<file path="src/sv/psvs_pkg.sv">
// ----------------------------------------------------------------------------
// psvs_pkg
// Shared types, codes, constants and helper functions of the polyphonic sine
// voice synthesizer.
// ----------------------------------------------------------------------------
package psvs_pkg;

  // Input opcodes as carried on tuser
  localparam logic [1:0] OP_TICK = 2'd0;
  localparam logic [1:0] OP_ON   = 2'd1;
  localparam logic [1:0] OP_OFF  = 2'd2;

  // Configuration register indexes
  localparam logic CFG_PHASE_SCALE = 1'b0;
  localparam logic CFG_RAMP_RECIP  = 1'b1;

  localparam logic [35:0] PHASE_SCALE_RST = 36'd5864062015;
  localparam logic [23:0] RAMP_RECIP_RST  = 24'd34953;

  // Polynomial sine coefficients, Q30
  localparam logic [30:0] SIN_C1 = 31'd1686629713;
  localparam logic [30:0] SIN_C3 = 31'd693598668;
  localparam logic [30:0] SIN_C5 = 31'd85569306;
  localparam logic [30:0] SIN_C7 = 31'd5026998;

  // 0.2 as 13107/65536
  localparam logic [13:0] MIX_COEF = 14'd13107;

  // x / 127 as (x * TGT_RECIP) >> TGT_SHIFT, exact for x < 2^30
  localparam logic [30:0] TGT_RECIP = 31'd1082196485;
  localparam int unsigned TGT_SHIFT = 37;

  localparam logic signed [23:0] SAMPLE_MAX = 24'sh7FFFFF;
  localparam logic signed [23:0] SAMPLE_MIN = -24'sh800000;

  typedef enum logic [1:0] {
    KIND_TICK,
    KIND_ON,
    KIND_OFF
  } kind_e;

  typedef struct packed {
    kind_e      kind;
    logic [6:0] note;
    logic [6:0] vel;
  } cmd_t;

  typedef struct packed {
    logic [6:0]         note;
    logic [23:0]        target;
    logic [31:0]        phase;
    logic [31:0]        pstep;
    logic signed [24:0] gain;
    logic signed [25:0] gstep;
  } rec_t;

  typedef enum logic [4:0] {
    ST_IDLE,
    ST_TK_RD,
    ST_TK_X2,
    ST_TK_P5,
    ST_TK_P3,
    ST_TK_P1,
    ST_TK_S,
    ST_TK_SG,
    ST_TK_MIX,
    ST_TK_OUT,
    ST_ON_SCAN,
    ST_ON_FRQ,
    ST_ON_RMP,
    ST_ON_WR,
    ST_OF_RD,
    ST_OF_CHK,
    ST_OF_WR
  } state_e;

  // Top octave (notes 120..131) in Hz, Q16
  function automatic logic [29:0] octave_base(input logic [3:0] r);
    logic [29:0] b;
    unique case (r)
      4'd0:    b = 30'd548668578;
      4'd1:    b = 30'd581294109;
      4'd2:    b = 30'd615859655;
      4'd3:    b = 30'd652480572;
      4'd4:    b = 30'd691279090;
      4'd5:    b = 30'd732384689;
      4'd6:    b = 30'd775934544;
      4'd7:    b = 30'd822074013;
      4'd8:    b = 30'd870957082;
      4'd9:    b = 30'd922746880;
      4'd10:   b = 30'd977616269;
      4'd11:   b = 30'd1035748353;
      default: b = 30'd0;
    endcase
    return b;
  endfunction

  function automatic logic [29:0] note_freq(input logic [6:0] n);
    logic [13:0] prod;
    logic [3:0]  oct;
    logic [6:0]  rem_n;
    logic [3:0]  sh;
    logic [29:0] base;
    logic [30:0] rnd;
    // n / 12 as (n * 43) >> 9, exact over 0..127
    prod  = 14'(n) * 14'd43;
    oct   = prod[12:9];
    rem_n = n - 7'(7'(oct) * 7'd12);
    base  = octave_base(rem_n[3:0]);
    sh    = 4'd10 - oct;
    rnd   = {1'b0, base};
    if (sh != 4'd0) begin
      rnd = (rnd + (31'd1 << (sh - 4'd1))) >> sh;
    end
    return rnd[29:0];
  endfunction

  // Envelope step magnitude, never zero
  function automatic logic [23:0] ramp_step(input logic [23:0] level,
                                            input logic [23:0] recip);
    logic [47:0] p;
    logic [23:0] m;
    p = 48'(level) * 48'(recip);
    m = 24'((p + 48'd8388608) >> 24);
    if (m == 24'd0) begin
      m = 24'd1;
    end
    return m;
  endfunction

endpackage

</file>
<file path="src/sv/psvs_front.sv">
// ----------------------------------------------------------------------------
// psvs_front
// Accepts requests, sorts them into tick, note-on and note-off commands and
// queues them for the voice engine; unknown opcodes are dropped.
// ----------------------------------------------------------------------------
module psvs_front (
  input  logic              clk_i,
  input  logic              rst_ni,
  input  logic              s_axis_tvalid_i,
  output logic              s_axis_tready_o,
  input  logic [15:0]       s_axis_tdata_i,
  input  logic [1:0]        s_axis_tuser_i,
  output logic              cmd_valid_o,
  output psvs_pkg::cmd_t    cmd_o,
  input  logic              cmd_pop_i
);

  psvs_pkg::cmd_t fifo_q [2];
  logic           wr_ptr_q, rd_ptr_q;
  logic [1:0]     cnt_q;
  logic           accept, push;
  psvs_pkg::cmd_t cmd_in;

  assign s_axis_tready_o = (cnt_q != 2'd2);
  assign accept          = s_axis_tvalid_i & s_axis_tready_o;

  always_comb begin
    cmd_in.note = s_axis_tdata_i[6:0];
    cmd_in.vel  = s_axis_tdata_i[13:7];
    cmd_in.kind = psvs_pkg::KIND_TICK;
    push        = accept;
    unique case (s_axis_tuser_i)
      psvs_pkg::OP_TICK: cmd_in.kind = psvs_pkg::KIND_TICK;
      psvs_pkg::OP_ON: begin
        // velocity zero turns a note-on into a note-off
        cmd_in.kind = (cmd_in.vel == 7'd0) ? psvs_pkg::KIND_OFF : psvs_pkg::KIND_ON;
      end
      psvs_pkg::OP_OFF: cmd_in.kind = psvs_pkg::KIND_OFF;
      default: push = 1'b0;
    endcase
  end

  assign cmd_valid_o = (cnt_q != 2'd0);
  assign cmd_o       = fifo_q[rd_ptr_q];

  always_ff @(posedge clk_i) begin
    if (push) begin
      fifo_q[wr_ptr_q] <= cmd_in;
    end
  end

  always_ff @(posedge clk_i or negedge rst_ni) begin
    if (!rst_ni) begin
      wr_ptr_q <= 1'b0;
      rd_ptr_q <= 1'b0;
      cnt_q    <= 2'd0;
    end else begin
      if (push) begin
        wr_ptr_q <= ~wr_ptr_q;
      end
      if (cmd_pop_i) begin
        rd_ptr_q <= ~rd_ptr_q;
      end
      cnt_q <= cnt_q + 2'(push) - 2'(cmd_pop_i);
    end
  end

endmodule

</file>
<file path="config.mk">
export PLATFORM = sky130hd
export DESIGN_NAME = psvs_front
export DESIGN_NICKNAME = d
export VERILOG_FILES = /design/src/sv/psvs_pkg.sv /design/src/sv/psvs_front.sv
export SDC_FILE = /design/constraint.sdc
export NUM_CORES = 1
export LEC_CHECK = 0
export ABC_AREA = 1
export BUFFER_PORTS_ARGS = -buffer_cell sky130_fd_sc_hd__clkbuf_2
export CORE_UTILIZATION = 40
export DETAILED_ROUTE_END_ITERATION = 8
export PLACE_DENSITY = 0.69
export SYNTH_ARGS = -nofsm -noshare
export SYNTH_HDL_FRONTEND = slang
export SYNTH_SLANG_ARGS = --single-unit
</file>
<file path="constraint.sdc">
create_clock -name clk_i -period 1.9 [get_ports clk_i]
set_clock_uncertainty 0.15 [all_clocks]
set_input_delay 0.19 -clock clk_i [delete_from_list [all_inputs] [get_ports clk_i]]
set_output_delay 0.19 -clock clk_i [all_outputs]
set_load 0.05 [all_outputs]
</file>
Word level (Yosys, flattened, before mapping)
Memory sizes are Yosys's and may differ from the RTL's.
Cells that the tools add are included.
Storage, ports and cells
  bits in registers: 4
  memory bits (writable): 32
  input bits: 22
  output and inout port bits: 18
  memories: 1
Memory list
  fifo_q: depth 2, bits a word 16, rd ports 1, clocked after memory_dff 0, wr ports 1, line psvs_front.sv:18  | psvs_pkg::cmd_t fifo_q [2];
Cells by class
  add/sub/neg operators: 2
  equal/unequal tests: 3
  muxes and demuxes: 5
  bitwise logic cells: 3
  reductions and logical operators: 4
Operators with widths (number)
  7-bit logical NOT: 1
  2-bit case mux with 2 select lines: 1
  1-bit two-way mux: 3
  3-bit OR reduction: 1
  2-bit by 1-bit adder with 2-bit output: 1
  2-bit by 1-bit == test with 1-bit output, second input constant: 1
  2-bit == test, second input constant: 1
  2-bit logical NOT: 1
  2-bit two-way mux: 1
  2-bit inequality test, second input constant: 1
  1-bit NOT: 2
  2-bit nonzero test: 1
  2-bit by 1-bit subtractor with 2-bit output: 1
  1-bit bitwise AND: 1

Logic depth before layout (Yosys ltp)
  depth in word-level cells: 5
  mapped depth: 12

Worst setup path after synthesis
OpenSTA, ideal clock, no wires.
  path type: reg2reg
  start point: reg cnt_q[1]
  end point: mem fifo_q[1][0] (netlist bit) (enable)
  setup time: 0.390 ns
  arrival: 1.710 ns
  required time: 1.360 ns
  slack: -0.350 ns
  stages on the path, launching flop included: 4
  path buffers: 0
  cell sequence: dfrtp_1 nand2_1 nand2_1 nor2_1
On the way
  longest elaborated chain between the ends: 5
Ends and longest elaborated chain
  start: declaration: line psvs_front.sv:20  | logic [1:0] cnt_q;
  start signal: assignment: line psvs_front.sv:64  | cnt_q <= cnt_q + 2'(push) - 2'(cmd_pop_i);
  2-bit inequality test: line psvs_front.sv:24  | assign s_axis_tready_o = (cnt_q != 2'd2);
  net s_axis_tready_o: line psvs_front.sv:10  | output logic s_axis_tready_o,
  1-bit bitwise AND: line psvs_front.sv:25  | assign accept = s_axis_tvalid_i & s_axis_tready_o;
  1-bit two-way mux: line psvs_front.sv:32  | unique case (s_axis_tuser_i)
  1-bit two-way mux: line psvs_front.sv:47  | if (push) begin
  1-bit two-way mux (not written as such): line psvs_front.sv:48  | fifo_q[wr_ptr_q] <= cmd_in;
  end: declaration: line psvs_front.sv:18
The timed path passes the listed nets, and every way through them passes these cells.

==> metrics <==
post-synthesis sequential area ratio 69.00%; predominant post-synthesis flop cell edfxtp_1; CTS tree done; top cells by count, synth edfxtp_1 (32), inv_1 (16), nand2_1 (15); hold_sp cmd_pop_i; Post-synth EDFFs 32; vias per inst ~4.5; Worst Hold Depth 2; routed wire length between 2 and 3 mm; FILL cells 305; Num CTS Buffers 5; Core Area ~3700 um^2; Final setup viols 0; share of the synthesized area in the top cell type 62.49%; first-pass GRT wire length 4.278 mm; mapped cell area 1538 um^2; Initial Util between 40% and 50%; top-count cell post-synth edfxtp_1; Worst EP arrival around 1.5 ns; diodes inserted 0; crit path kind flop to output pin; worst hold path type input pin to flop; Die Span Y 64 um; Async S/R FF share, synth 11.11%; Max clock buf depth 2; max-slew violations 0; First-pass DRT Iterations 4; CTS root buf clkbuf_8; Site Rows 22; total gr overflow 0; CP Max Fanout 9; port buffer count 37; Unique masters post-synth 15; synth top area cells edfxtp_1 (62%), mux2_4 (8.8%), dfrtp_1 (6.5%); Routed Antenna Nets 0; GPL Wtd Cong 0.6305; status completed; Total GRT Usage 14.32%; Detailed Route Iter0 Violations 11; clock sink total 36; Resized cells post-CTS 0; Residual DRC 0; mean area per synthesized cell 15.08 um^2; die width 64 um; Max-cap violations 0; synth warn 0; RSZ-0062 raised after global routing false; syn nets 128; CP Launch Point rd_ptr_q$_DFFE_PN0P_; pre-CTS setup slack 0.05340 ns; area delta synth->final 31.98%; post-CTS setup repair buffer count 0; final period utilization between 90 and 100%; peak supply drop 0.7146 mV; largest net degree at the start of global routing 18; fmax roughly 550 MHz; vias in the first global route 963; RR Startpoint cnt_q[1]$_DFF_PN0_; area leader, netlist edfxtp_1; setup TNS 0 ns; #FFs+latches synth 36; via count 945; HPWL after DPL 1.740 mm; max_slew headroom 81.28%; Pleak 0.9033 nW; htree depth 2; Setup crit start kind flop; Hold Violations, Final 0; clk slew on worst S/H paths 0.06 ns; Syn Inst Count 102; clk_lat worst skew 0.28 ns; Ports 40; final worst slack 0.07504 ns; Worst R2R Path Depth 11; Tmin final 1.825 ns; PD cells 1461 nW/um^2; Reg2Reg Setup Slack 0.25 ns; share of cells above drive strength 1 39.02%; total die area 4096 um^2; total power 2.965 mW; initial antenna violation count 0; CP endpoint kind output pin; routed len/inst between 10 and 15 um; nets 189; worst path required time 1.56 ns; Tightest Pin Transition around 0.28 ns
==> stage by stage <==
step	hold WS [ns]	area, um^2	cells	utilization (%)
2_1_floorplan	-0.2556	1543	102	-
3_3_place_gp	-0.1511	1799	189	49.15
3_5_place_dp	-0.1481	1799	189	49.15
4_1_cts	0.008347	2029	212	55.43
5_1_grt	0.01218	2029	212	55.43
6_report	0.01200	2029	212	55.43
==> path summary, 6_finish.rpt <==
| kind | endpoint |
|---|---|
| worst max-delay path | cmd_o[5] |
| worst min-delay path | rd_ptr_q$_DFFE_PN0P_ |
| worst max register to register | cnt_q[1]$_DFF_PN0_ |
| worst min register to register | rd_ptr_q$_DFFE_PN0P_ |
| max in group asynchronous | wr_ptr_q$_DFFE_PN0P_ |
| min in group asynchronous | cnt_q[0]$_DFF_PN0_ |
==> sequential cells by signal, summed over array words and instances (netlist names) <==
register and cells:
fifo_q 32, cnt_q 2, rd_ptr_q 1, wr_ptr_q 1
==> final cells by class <==
type / instances / area [um^2] / area share (%)
Clock buffer: 7 / 76.32 / 3.761
Clock inverter: 1 / 3.754 / 0.1850
Inverter: 16 / 60.06 / 2.959
Multi-Input combinational cell: 48 / 390.4 / 19.24
Sequential cell: 36 / 1061 / 52.28
Tap cell: 48 / 60.06 / 2.959
Timing Repair Buffer: 56 / 377.9 / 18.62
==> placed cells by master, fill, tap and decap left out <==
cell            n
nor2_1          5
edfxtp_1       32
buf_12          1
nand3b_1        1
mux2_2          7
clkbuf_2       37
nand3_1         2
inv_1          16
nor2_2          2
dlygate4sd3_1  15
clkbuf_1        2
clkbuf_8        5
dfrtp_1         4
a21oi_1         1
xor2_1          1
buf_4           3
mux2_4          9
clkinv_1        1
ha_1            4
nand2_1        15
a21boi_0        1
==> cell families after synthesis <==
group / count (synthesis) / synth area share [%]
AOI/OAI and AO/OA: 2 / 0.8135
and+or+nand+nor: 25 / 6.510
adders and majority gates: 4 / 3.255
buffers and inverters: 18 / 5.940
DFF: 36 / 69.00
xor gates and xnor gates: 1 / 0.5697
muxes: 16 / 13.91
==> layer usage <==
layer	track usage [%]	part of all wire, %	vias up
li1	-	-	467
met1	14.40	39	438
met2	26.86	54	36
met3	4.464	5.5	4
met4	5.966	1.2	0
met5	0	0	-
==> worst max-delay path: stages (launching register included) <==
cell      delay [ns]
dfrtp_1         0.38
buf_4           0.23
mux2_2          0.36
clkbuf_2        0.24
==> power breakdown <==
group,internal (mW),switching [mW]
combinational,0.438,0.934
sequential,1.05,0.0559
clock,0.255,0.235
total,1.74,1.23
==> repair_timing <==
item,in CTS,in global routing
hold buffers,15,0
endpoints found under the hold margin,32,0
endpoints found under the setup margin,0,0
No activity file was read; power rests on OpenSTA's default activity.
